==> config.mk <==
export PLATFORM = sky130hd
export DESIGN_NAME = tpr_stack
export DESIGN_NICKNAME = d
export VERILOG_FILES = /design/src/hw/rtl/tpr_pkg.sv /design/src/hw/rtl/tpr_cell.sv /design/src/hw/rtl/tpr_stack.sv
export SDC_FILE = /design/constraint.sdc
export NUM_CORES = 1
export LEC_CHECK = 0
export ABC_AREA = 1
export BUFFER_PORTS_ARGS = -buffer_cell sky130_fd_sc_hd__buf_2
export CAP_MARGIN = 20
export CORE_ASPECT_RATIO = 1.25
export CORE_MARGIN = 4
export CORE_UTILIZATION = 45
export CTS_CLUSTER_SIZE = 20
export DETAILED_ROUTE_END_ITERATION = 16
export PLACE_DENSITY_LB_ADDON = 0.1
export SYNTH_ARGS = -nofsm -noshare
export SYNTH_HDL_FRONTEND = slang
export SYNTH_HIERARCHICAL = 1
export SYNTH_SLANG_ARGS = --single-unit
==> constraint.sdc <==
create_clock -name clk -period 2.5 [get_ports clk]
set_input_delay 0.25 -clock clk [delete_from_list [all_inputs] [get_ports clk]]
set_output_delay 0.25 -clock clk [all_outputs]
set_load 0.02 [all_outputs]
==> src/hw/rtl/tpr_pkg.sv <==
package tpr_pkg;

  localparam int unsigned DEF_NUM_STATES  = 16;
  localparam int unsigned DEF_NUM_SYMBOLS = 16;
  localparam int unsigned DEF_STACK_DEPTH = 64;
  localparam int unsigned DEF_MAX_STRING  = 4;

  localparam logic [7:0] EPSILON_BYTE = 8'd126;

  localparam logic [1:0] ACT_LOAD = 2'd0;
  localparam logic [1:0] ACT_FEED = 2'd1;
  localparam logic [1:0] ACT_END  = 2'd2;

  typedef struct packed {
    logic [1:0]  action;
    logic [3:0]  symbol;
    logic [3:0]  entry_state;
    logic [3:0]  next_state;
    logic [31:0] pop_bytes;
    logic [2:0]  pop_count;
    logic [31:0] push_bytes;
    logic [2:0]  push_count;
  } in_t;

  typedef struct packed {
    logic       accepted;
    logic       mismatch;
    logic       overflow;
    logic [6:0] final_depth;
  } out_t;

  // One transition table entry.
  typedef struct packed {
    logic [3:0]  next_state;
    logic [2:0]  pop_count;
    logic [2:0]  push_count;
    logic [31:0] pop_bytes;
    logic [31:0] push_bytes;
  } entry_t;

  // Shift command shared by every stack cell.
  typedef struct packed {
    logic push;
    logic pop;
  } stack_ctl_t;

endpackage

==> src/hw/rtl/tpr_cell.sv <==
module tpr_cell
  import tpr_pkg::*;
(
  input  logic       clk,
  input  stack_ctl_t ctl,
  input  logic [7:0] from_up,
  input  logic [7:0] from_down,
  output logic [7:0] data
);

  // On a push each cell takes its upper neighbor's byte, on a pop its lower one's.
  always_ff @(posedge clk) begin
    if (ctl.push) begin
      data <= from_up;
    end else if (ctl.pop) begin
      data <= from_down;
    end
  end

endmodule

==> src/hw/rtl/tpr_stack.sv <==
module tpr_stack
  import tpr_pkg::*;
#(
  parameter int unsigned STACK_DEPTH = DEF_STACK_DEPTH
) (
  input  logic       clk,
  input  stack_ctl_t ctl,
  input  logic [7:0] push_byte,
  output logic [7:0] top
);

  logic [7:0] data [STACK_DEPTH];

  for (genvar i = 0; i < STACK_DEPTH; i++) begin : g_cell
    logic [7:0] up_byte;
    logic [7:0] down_byte;

    if (i == 0) begin : g_first
      assign up_byte = push_byte;
    end else begin : g_mid
      assign up_byte = data[i-1];
    end

    if (i == STACK_DEPTH - 1) begin : g_last
      assign down_byte = data[i];
    end else begin : g_inner
      assign down_byte = data[i+1];
    end

    tpr_cell u_cell (
      .clk       (clk),
      .ctl       (ctl),
      .from_up   (up_byte),
      .from_down (down_byte),
      .data      (data[i])
    );
  end

  assign top = data[0];

endmodule

==> results.py, run 1 <==
metrics = {
    "floorplanning": {
        "num_rows": 91,
        "die_x_um": 208,
        "coreArea_mm2": 0.0494,
        "dieArea_mm2": 0.0537,
        "fp.dieH_um": 258,
        "start_util": 0.455,
        "ioPinCount": 19,
    },
    "sta": {
        "min_period_ps": 1430,
        "drv_slew": 0,
        "setup_viol": 0,
        "worstMarginPinSlew_ps": 485,
        "tns_ps": 0,
        "rsz0062_at_grt": "no",
        "skew_ps": 8.83,
        "period_share": 0.570,
        "slew_headroom": 0.677,
        "max_clock_freq_ghz": 0.702,
        "hold_viol": 0,
    },
    "logic_synthesis": {
        "synth_cell_types": 5,
        "synth_area_leaders": "edfxtp_1 (68%), nand2_1 (26%), buf_6 (3.2%)",
        "synthMuxAreaShare": 0,
        "synth_fa_ha_area_frac": 0,
        "seq_area_frac_synth": 0.683,
        "syn_nets": 2251,
        "synth_compound_area_frac": 0,
        "netlist_instances": 2240,
        "synth_xor_area_frac": 0,
        "synth_simple_gate_area_frac": 0.274,
        "synth_top_family_by_area": "simple AND/OR/NAND/NOR gates",
        "yosysTopAreaCell": "edfxtp_1",
        "postSynthAreaPerCell_um2": 10.0,
        "ys_warn_count": 6,
        "yosysTopAreaCellShare": 0.683,
        "synth_area_mm2": 0.0225,
        "synth-seq-cells": 512,
    },
    "setup_path": {
        "critPathRequiredTime_ps": 2250,
        "critPathMaxStageDelay_ps": 410,
        "crit_chain": "buf_2",
        "path_max_fanout": 2,
        "arrival_ps": 1180,
        "crit_slowest_cell": "edfxtp_1",
        "critPathLaunchType": "flop",
        "crit_type": "flop to output port",
        "critPathBufInv": 1,
        "ff2ff_setup_slack_ps": 1650,
        "end_kind": "output port",
        "path_delay_family": "flip-flops",
    },
    "clocking": {
        "clk_path_buf_depth": 3,
        "cts-buffers-inserted": 51,
        "cts_resized": 0,
        "postCtsSetupRepairBufs": 0,
        "cts_root_buf": "clkbuf_16",
        "clk_latency_ps": 590,
        "clkSlewWorstSetupHoldPaths_ps": 60,
        "ctsHoldBuffers": 8,
        "cts_tree": "yes",
        "cts_sinks": 512,
        "ctsHtreeMaxLevel": 2,
    },
    "finish": {
        "fin_cells": 2986,
        "largest_reg_flops": 512,
        "top_regs": "g_cell.u_cell/data x512",
        "final_nets": 2306,
        "top_register": "g_cell.u_cell/data",
        "area_growth_pct": 9.93,
        "drive_gt1_frac": 0.0779,
        "fillers": 4647,
        "num_antenna_cells": 0,
    },
    "power_and_ir_drop": {
        "p_seq_frac": 0.569,
        "leakagePower_nw": 11.3,
        "clockPowerShare": 0.342,
        "pwr_density_cell_mw_per_mm2": 833,
        "comb_power_share": 0.089,
        "ir_worst_vdd_v": 0.000584,
        "p_switching_mw": 5.01,
        "swShare": 0.243,
        "internal-power_mw": 15.6,
    },
    "worst_hold_path": {
        "worstHoldPathType": "primary input to flop",
    },
    "global_routing": {
        "grt_overflow_total": 0,
        "antenna_found_initial": 0,
        "grt_pass1_vias": 15000,
        "grt_pass1_wl_mm": 74.1,
        "grt_use_total": 0.167,
        "grt_max_degree": 49,
    },
    "flow_run": {
        "drv_cap": 0,
    },
    "placed_design": {
        "dpl.cell_count": 2885,
        "routabilityCongestion": 0.792,
        "dp_hpwl_mm": 31.9,
        "port_buffers": 18,
    },
    "routing": {
        "wl_per_cell_um": 15.1,
        "drcViolationCount": 0,
        "vias": 14500,
        "routed_via_density": 4.85,
        "drt-initial-drc-count": 904,
        "drt-total-wl_mm": 45.1,
        "drtPass1Iterations": 5,
        "postRouteAntennaNets": 0,
    },
    "status": {
        "status": "complete, no violations",
    },
}
stage by stage:
| stage | utilization | cell area (um2) | power, mW | hold WS, ps | setup slack [ps] |
|---|---|---|---|---|---|
| after floorplan | - | 22500 | 13.0 | 431 | 1530 |
| after global placement | 0.468 | 23100 | 13.7 | 520 | 776 |
| after detailed placement | 0.468 | 23100 | 13.7 | 521 | 754 |
| after CTS | 0.501 | 24700 | 20.9 | 179 | 1020 |
| after global routing | 0.501 | 24700 | 21.7 | 213 | 1020 |
| final | 0.501 | 24700 | 20.6 | 209 | 1070 |
power groups by stage:
stage	combinational [mW]	clock [mW]	sequential, mW
3_3_place_gp	1.78	0	11.9
3_5_place_dp	1.83	0	11.9
2_1_floorplan	1.40	0	11.6
4_1_cts	1.85	7.29	11.8
6_report	1.83	7.05	11.7
5_1_grt	2.14	7.63	11.9
cell usage after synthesis (all sizes together):
library cell	instances
nand2	1536
buf	64
edfxtp	512
or2	64
inv	64
worst paths after layout:
path                              from                        end  cells after the start
max           g_cell[0].u_cell/data[5]                     top[5]                      1
min                             ctl[1]  g_cell[47].u_cell/data[0]                      3
max reg2reg  g_cell[60].u_cell/data[6]  g_cell[61].u_cell/data[6]                      2
min reg2reg   g_cell[6].u_cell/data[3]   g_cell[5].u_cell/data[3]                      2
cell usage in the layout, fill, tap and decap left out:
master / count
buf_12: 12
buf_2: 17
buf_4: 28
buf_8: 1
bufinv_16: 1
clkbuf_1: 13
clkbuf_16: 53
clkinv_1: 20
clkinv_2: 6
dlygate4sd3_1: 8
edfxtp_1: 512
inv_2: 64
nand2_1: 1536
or2_1: 64
logic make-up (layout without fill, tap and decap cells):
kind of cell,after synthesis,count (layout)
flip-flops,512,512
buffers and inverters,128,223
AND/OR/NAND/NOR,1600,1600
routing by layer:
layer | GRT usage | vias to the layer above | share of wire
li1 | - | 7301 | -
met1 | 0.217 | 6879 | 0.45
met2 | 0.291 | 238 | 0.50
met3 | 0.0228 | 79 | 0.034
met4 | 0.0553 | 0 | 0.025
met5 | 0 | - | 0
final cells by class:
type / instances / area, um2 / share of cell area
sequential: 512 / 15400 / 0.622
multi-input combinational: 1600 / 6170 / 0.249
clock buffer: 66 / 1380 / 0.0556
tap: 651 / 815 / 0.0329
timing repair buffer: 66 / 631 / 0.0255
inverter: 64 / 240 / 0.00971
clock inverter: 27 / 135 / 0.00546
No activity file was read; power rests on OpenSTA's default activity.
==> run 2, diff against run 1 <==
==> constraint.sdc (replaced) <==
create_clock -name clk -period 1.5 [get_ports clk]
set_input_delay 0.15 -clock clk [delete_from_list [all_inputs] [get_ports clk]]
set_output_delay 0.15 -clock clk [all_outputs]
set_load 0.02 [all_outputs]
==> results.py, run 2 (synthesis results as in run 1) <==
metrics = {
    "setup_path": {
        "ff2ff_setup_slack_ps": 640,
        "path_max_fanout": 2,
        "critPathLaunchType": "flop",
        "r2r-start": "g_cell[37].u_cell/data[5]",
        "crit_end": "top[6]",
        "path_depth": 1,
        "critPathMaxStageDelay_ps": 400,
        "critPathRequiredTime_ps": 1350,
        "crit_chain": "buf_2",
        "crit_type": "flop to output port",
        "critPathBufInv": 1,
        "end_kind": "output port",
        "critPathLaunch": "g_cell[0].u_cell/data[6]",
        "crit_slowest_cell": "edfxtp_1",
        "arrival_ps": 1170,
        "path_delay_family": "flip-flops",
        "rr_worst_depth": 2,
        "timing.rr.end": "g_cell[38].u_cell/data[5]",
    },
    "status": {
        "status": "complete, no violations",
    },
    "placed_design": {
        "dpl.cell_count": 2909,
        "placed_area_mm2": 0.0233,
        "port_buffers": 18,
        "pre_cts_ws_ps": 88.0,
        "routabilityCongestion": 0.741,
        "dp_hpwl_mm": 32.8,
    },
    "power_and_ir_drop": {
        "leakagePower_nw": 11.5,
        "power_mw": 35.0,
        "ir_worst_vdd_v": 0.000945,
        "pwr_density_cell_mw_per_mm2": 1400,
    },
    "routing": {
        "drt-initial-drc-count": 828,
        "postRouteAntennaNets": 0,
        "met2_length_mm": 23.1,
        "drt-total-wl_mm": 45.6,
        "drtPass1Iterations": 5,
        "top_layer": "met4",
        "wl_met1_mm": 19.8,
        "vias": 14600,
        "wl_per_cell_um": 15.1,
        "wl_met3_mm": 1.67,
        "routed_via_density": 4.85,
        "drcViolationCount": 0,
    },
    "sta": {
        "rsz0062_at_grt": "no",
        "tns_ps": 0,
        "whs_ps": 49.7,
        "setup_viol": 0,
        "min_period_ps": 1320,
        "max_clock_freq_ghz": 0.757,
        "skew_ps": 14.2,
        "worstMarginPinSlew_ps": 421,
        "period_share": 0.881,
        "timing.final.ws_setup_ps": 178,
        "slew_headroom": 0.719,
        "drv_slew": 0,
        "hold_viol": 0,
    },
    "worst_hold_path": {
        "min_from": "ctl[1]",
        "worstHoldPathType": "primary input to flop",
    },
    "global_routing": {
        "antenna_found_initial": 0,
        "grt_max_degree": 47,
        "grt_use_total": 0.169,
        "grt_pass1_vias": 15500,
        "grt_pass1_wl_mm": 75.5,
        "grt_overflow_total": 0,
    },
    "clocking": {
        "cts_tree": "yes",
        "clk_latency_ps": 590,
        "cts-buffers-inserted": 53,
        "ctsHoldBuffers": 8,
        "clk_path_buf_depth": 3,
        "postCtsSetupRepairBufs": 0,
        "cts_root_buf": "clkbuf_16",
        "ctsHtreeMaxLevel": 2,
        "clkSlewWorstSetupHoldPaths_ps": 60,
        "cts_resized": 0,
        "cts_sinks": 512,
    },
    "floorplanning": {
        "coreArea_mm2": 0.0494,
        "die_x_um": 208,
        "ioPinCount": 19,
        "start_util": 0.455,
        "fp.dieH_um": 258,
        "dieArea_mm2": 0.0537,
        "num_rows": 91,
    },
    "finish": {
        "most-common-layout-cells": "nand2_1 (1536), edfxtp_1 (512), inv_2 (64), or2_1 (64), clkbuf_16 (55)",
        "fin_cells": 3015,
        "post-route-util": 0.506,
        "area_growth_pct": 11.1,
        "top_register": "g_cell.u_cell/data",
        "final_common_cell": "nand2_1",
        "largest_reg_flops": 512,
        "top_regs": "g_cell.u_cell/data x512",
        "fillers": 4649,
        "drive_gt1_frac": 0.0918,
        "num_antenna_cells": 0,
        "design_area_mm2": 0.0250,
        "final_nets": 2332,
    },
    "flow_run": {
        "drv_cap": 0,
    },
}
## run 2: cell count changes in the layout (fill, tap and decap cells not counted)
cell,delta
inv_6,+2
buf_4,+26
clkbuf_16,+2
buf_12,-2
clkinv_2,+6
bufinv_16,+1
clkbuf_1,-6
## run 2: layout make-up
cell class,count,area (um2),area share
clock inverter,36,213,0.00851
sequential,512,15400,0.615
inverter,64,240,0.00961
multi-input combinational,1600,6170,0.247
clock buffer,62,1400,0.0561
tap,651,815,0.0326
timing repair buffer,90,786,0.0314
## run 2: per-layer routing
layer  vias up  global-route usage
met5         -                   0
met1      6977               0.217
met2       208               0.299
met3        71              0.0287
met4         0              0.0456
li1       7352                   -
## run 2: worst min path at each step
stage	end	slack, ps	cells past startpoint
after detailed placement	g_cell[0].u_cell/data[5]	440	3
after CTS	g_cell[47].u_cell/data[1]	5	3
after floorplan	g_cell[0].u_cell/data[4]	330	2
after global placement	g_cell[0].u_cell/data[2]	430	3
after global routing	g_cell[47].u_cell/data[0]	30	3
final	g_cell[47].u_cell/data[1]	50	3
## run 2: worst register-to-register path: cells and delay by family, from the launching register on
kind / cells / cell delay [ps]
simple gates: 2 / 160
flops: 1 / 450
## run 2: where the power goes
part	total [mW]	leakage (nW)	internal [mW]	switching, mW
Combinational	3.09	5.26	1.10	1.99
Sequential	19.6	5.42	18.4	1.23
Clock	12.3	0.802	6.98	5.32
Total	35.0	11.5	26.4	8.54
==> run 3, diff against run 2 <==
--- a/config.mk
+++ b/config.mk
@@ -10,7 +10,7 @@
 export CAP_MARGIN = 20
 export CORE_ASPECT_RATIO = 1.25
 export CORE_MARGIN = 4
-export CORE_UTILIZATION = 45
+export CORE_UTILIZATION = 40
 export CTS_CLUSTER_SIZE = 20
 export DETAILED_ROUTE_END_ITERATION = 16
 export PLACE_DENSITY_LB_ADDON = 0.1
==> results.py, run 3 (synthesis results as in run 1) <==
metrics = {
    "worst_hold_path": {
        "hold-path-cell-count": 2,
        "hold_end": "g_cell[63].u_cell/data[3]",
        "min_from": "ctl[0]",
        "worstHoldPathType": "primary input to flop",
    },
    "setup_path": {
        "critPathMaxStageDelay_ps": 560,
        "path_max_fanout": 45,
        "cpMostUsedCell": "nand2_1",
        "critPathLaunchType": "primary input",
        "path_delay_family": "buffers and inverters",
        "critPathRequiredTime_ps": 1840,
        "ff2ff_setup_slack_ps": 600,
        "end_kind": "flop",
        "r2r-start": "g_cell[53].u_cell/data[6]",
        "timing.rr.end": "g_cell[52].u_cell/data[6]",
        "critPathLaunch": "ctl[1]",
        "critPathBufInv": 5,
        "crit_type": "primary input to flop",
        "crit_slowest_cell": "dlygate4sd3_1",
        "rr_worst_depth": 2,
        "arrival_ps": 1740,
        "crit_chain": "dlygate4sd3_1 -> buf_8 -> buf_12 -> buf_4 -> inv_2 -> nand2_1 -> nand2_1",
    },
    "sta": {
        "min_period_ps": 1400,
        "worstMarginPinSlew_ps": 429,
        "drv_slew": 0,
        "tns_ps": 0,
        "skew_ps": 7.40,
        "rsz0062_at_grt": "no",
        "hold_viol": 0,
        "slew_headroom": 0.714,
        "setup_viol": 0,
        "period_share": 0.931,
        "timing.final.ws_setup_ps": 104,
        "max_clock_freq_ghz": 0.716,
    },
    "routing": {
        "drt-total-wl_mm": 47.2,
        "drcViolationCount": 0,
        "drt-initial-drc-count": 942,
        "drtPass1Iterations": 5,
        "routed_via_density": 4.69,
        "vias": 14500,
        "postRouteAntennaNets": 0,
        "wl_per_cell_um": 15.3,
    },
    "clocking": {
        "clk_path_buf_depth": 3,
        "cts_sinks": 512,
        "cts_tree": "yes",
        "clkSlewWorstSetupHoldPaths_ps": 60,
        "cts-buffers-inserted": 54,
        "ctsHtreeMaxLevel": 2,
        "clk_latency_ps": 590,
        "postCtsSetupRepairBufs": 0,
        "cts_root_buf": "clkbuf_16",
    },
    "global_routing": {
        "grt_use_total": 0.158,
        "grt_pass1_wl_mm": 77.8,
        "grt_max_degree": 46,
        "grt_overflow_total": 0,
        "grt_pass1_vias": 15000,
        "antenna_found_initial": 0,
    },
    "power_and_ir_drop": {
        "pwr_density_cell_mw_per_mm2": 1400,
        "leakagePower_nw": 11.4,
        "ir_worst_vdd_v": 0.000833,
    },
    "floorplanning": {
        "die_x_um": 220,
        "coreArea_mm2": 0.0553,
        "start_util": 0.407,
        "num_rows": 96,
        "fp.dieH_um": 273,
        "dieArea_mm2": 0.0601,
        "ioPinCount": 19,
    },
    "finish": {
        "most-common-layout-cells": "nand2_1 (1536), edfxtp_1 (512), inv_2 (64), or2_1 (64), clkbuf_16 (57)",
        "final_nets": 2317,
        "final_common_cell": "nand2_1",
        "area_growth_pct": 11.2,
        "design_area_mm2": 0.0250,
        "fillers": 5438,
        "num_antenna_cells": 0,
        "top_register": "g_cell.u_cell/data",
        "largest_reg_flops": 512,
        "drive_gt1_frac": 0.0818,
        "top_regs": "g_cell.u_cell/data x512",
    },
    "placed_design": {
        "dp_hpwl_mm": 33.8,
        "routabilityCongestion": 0.764,
        "pre_cts_ws_ps": 88.0,
        "placed_area_mm2": 0.0233,
        "port_buffers": 18,
    },
    "status": {
        "status": "complete, no violations",
    },
    "flow_run": {
        "drv_cap": 0,
    },
}
## run 3: changes by cell type in the layout (fill, tap and decap cells not counted)
cell	change
dlygate4sd3_1	+1
clkinv_1	-8
buf_12	+3
bufinv_16	-1
inv_6	-2
clkbuf_16	+2
clkbuf_1	+14
buf_4	-20
clkinv_2	-7
## run 3: worst max-delay path by stage
stage	cells after the start	slack, ps	endpoint
6_report	7	100	g_cell[42].u_cell/data[0]
5_1_grt	7	10	g_cell[42].u_cell/data[0]
4_1_cts	1	110	top[0]
3_5_place_dp	3	90	g_cell[9].u_cell/data[4]
3_3_place_gp	3	100	g_cell[9].u_cell/data[7]
2_1_floorplan	2	630	g_cell[0].u_cell/data[0]
## run 3: power by group
| part | total [mW] | switching [mW] | leakage (nW) | internal (mW) |
|---|---|---|---|---|
| clock | 12.4 | 5.30 | 0.780 | 7.07 |
| sequential | 19.6 | 1.23 | 5.42 | 18.4 |
| combinational | 3.07 | 1.98 | 5.20 | 1.08 |
## run 3: layout make-up
| class | count | area (um2) | share of cell area |
|---|---|---|---|
| Multi-Input combinational cell | 1600 | 6170 | 0.247 |
| Inverter | 64 | 240 | 0.00960 |
| Timing Repair Buffer | 74 | 706 | 0.0282 |
| Sequential cell | 512 | 15400 | 0.615 |
| Clock inverter | 18 | 100 | 0.00400 |
| Tap cell | 735 | 920 | 0.0368 |
| Clock buffer | 78 | 1510 | 0.0602 |
## run 3: per-stage QoR
stage / power, mW / utilization / hold slack [ps] / cells
final: 35.0 / 0.453 / 322 / 3081
after global placement: 22.9 / 0.422 / 425 / 2976
after detailed placement: 23.0 / 0.422 / 422 / 2976
after floorplan: 21.7 / - / 331 / 2240
after global routing: 36.8 / 0.453 / 309 / 3081
after CTS: 35.6 / 0.453 / 277 / 3081
## run 3: repair_timing
item,CTS,global route
setup endpoints to repair,0,0
gates resized for setup,0,0
hold buffers,9,0
endpoints found under the hold margin,9,0
## run 3: worst register-to-register path: stages (launching register included)
cell      delay (ps)
edfxtp_1         440
nand2_1          140
nand2_1           70
## run 3: per-layer routing
metal	part of all wire	track usage	routed length, um
met1	0.44	0.201	20600
met5	0	0	0
met2	0.51	0.279	24000
met3	0.029	0.0213	1370
met4	0.027	0.0526	1260
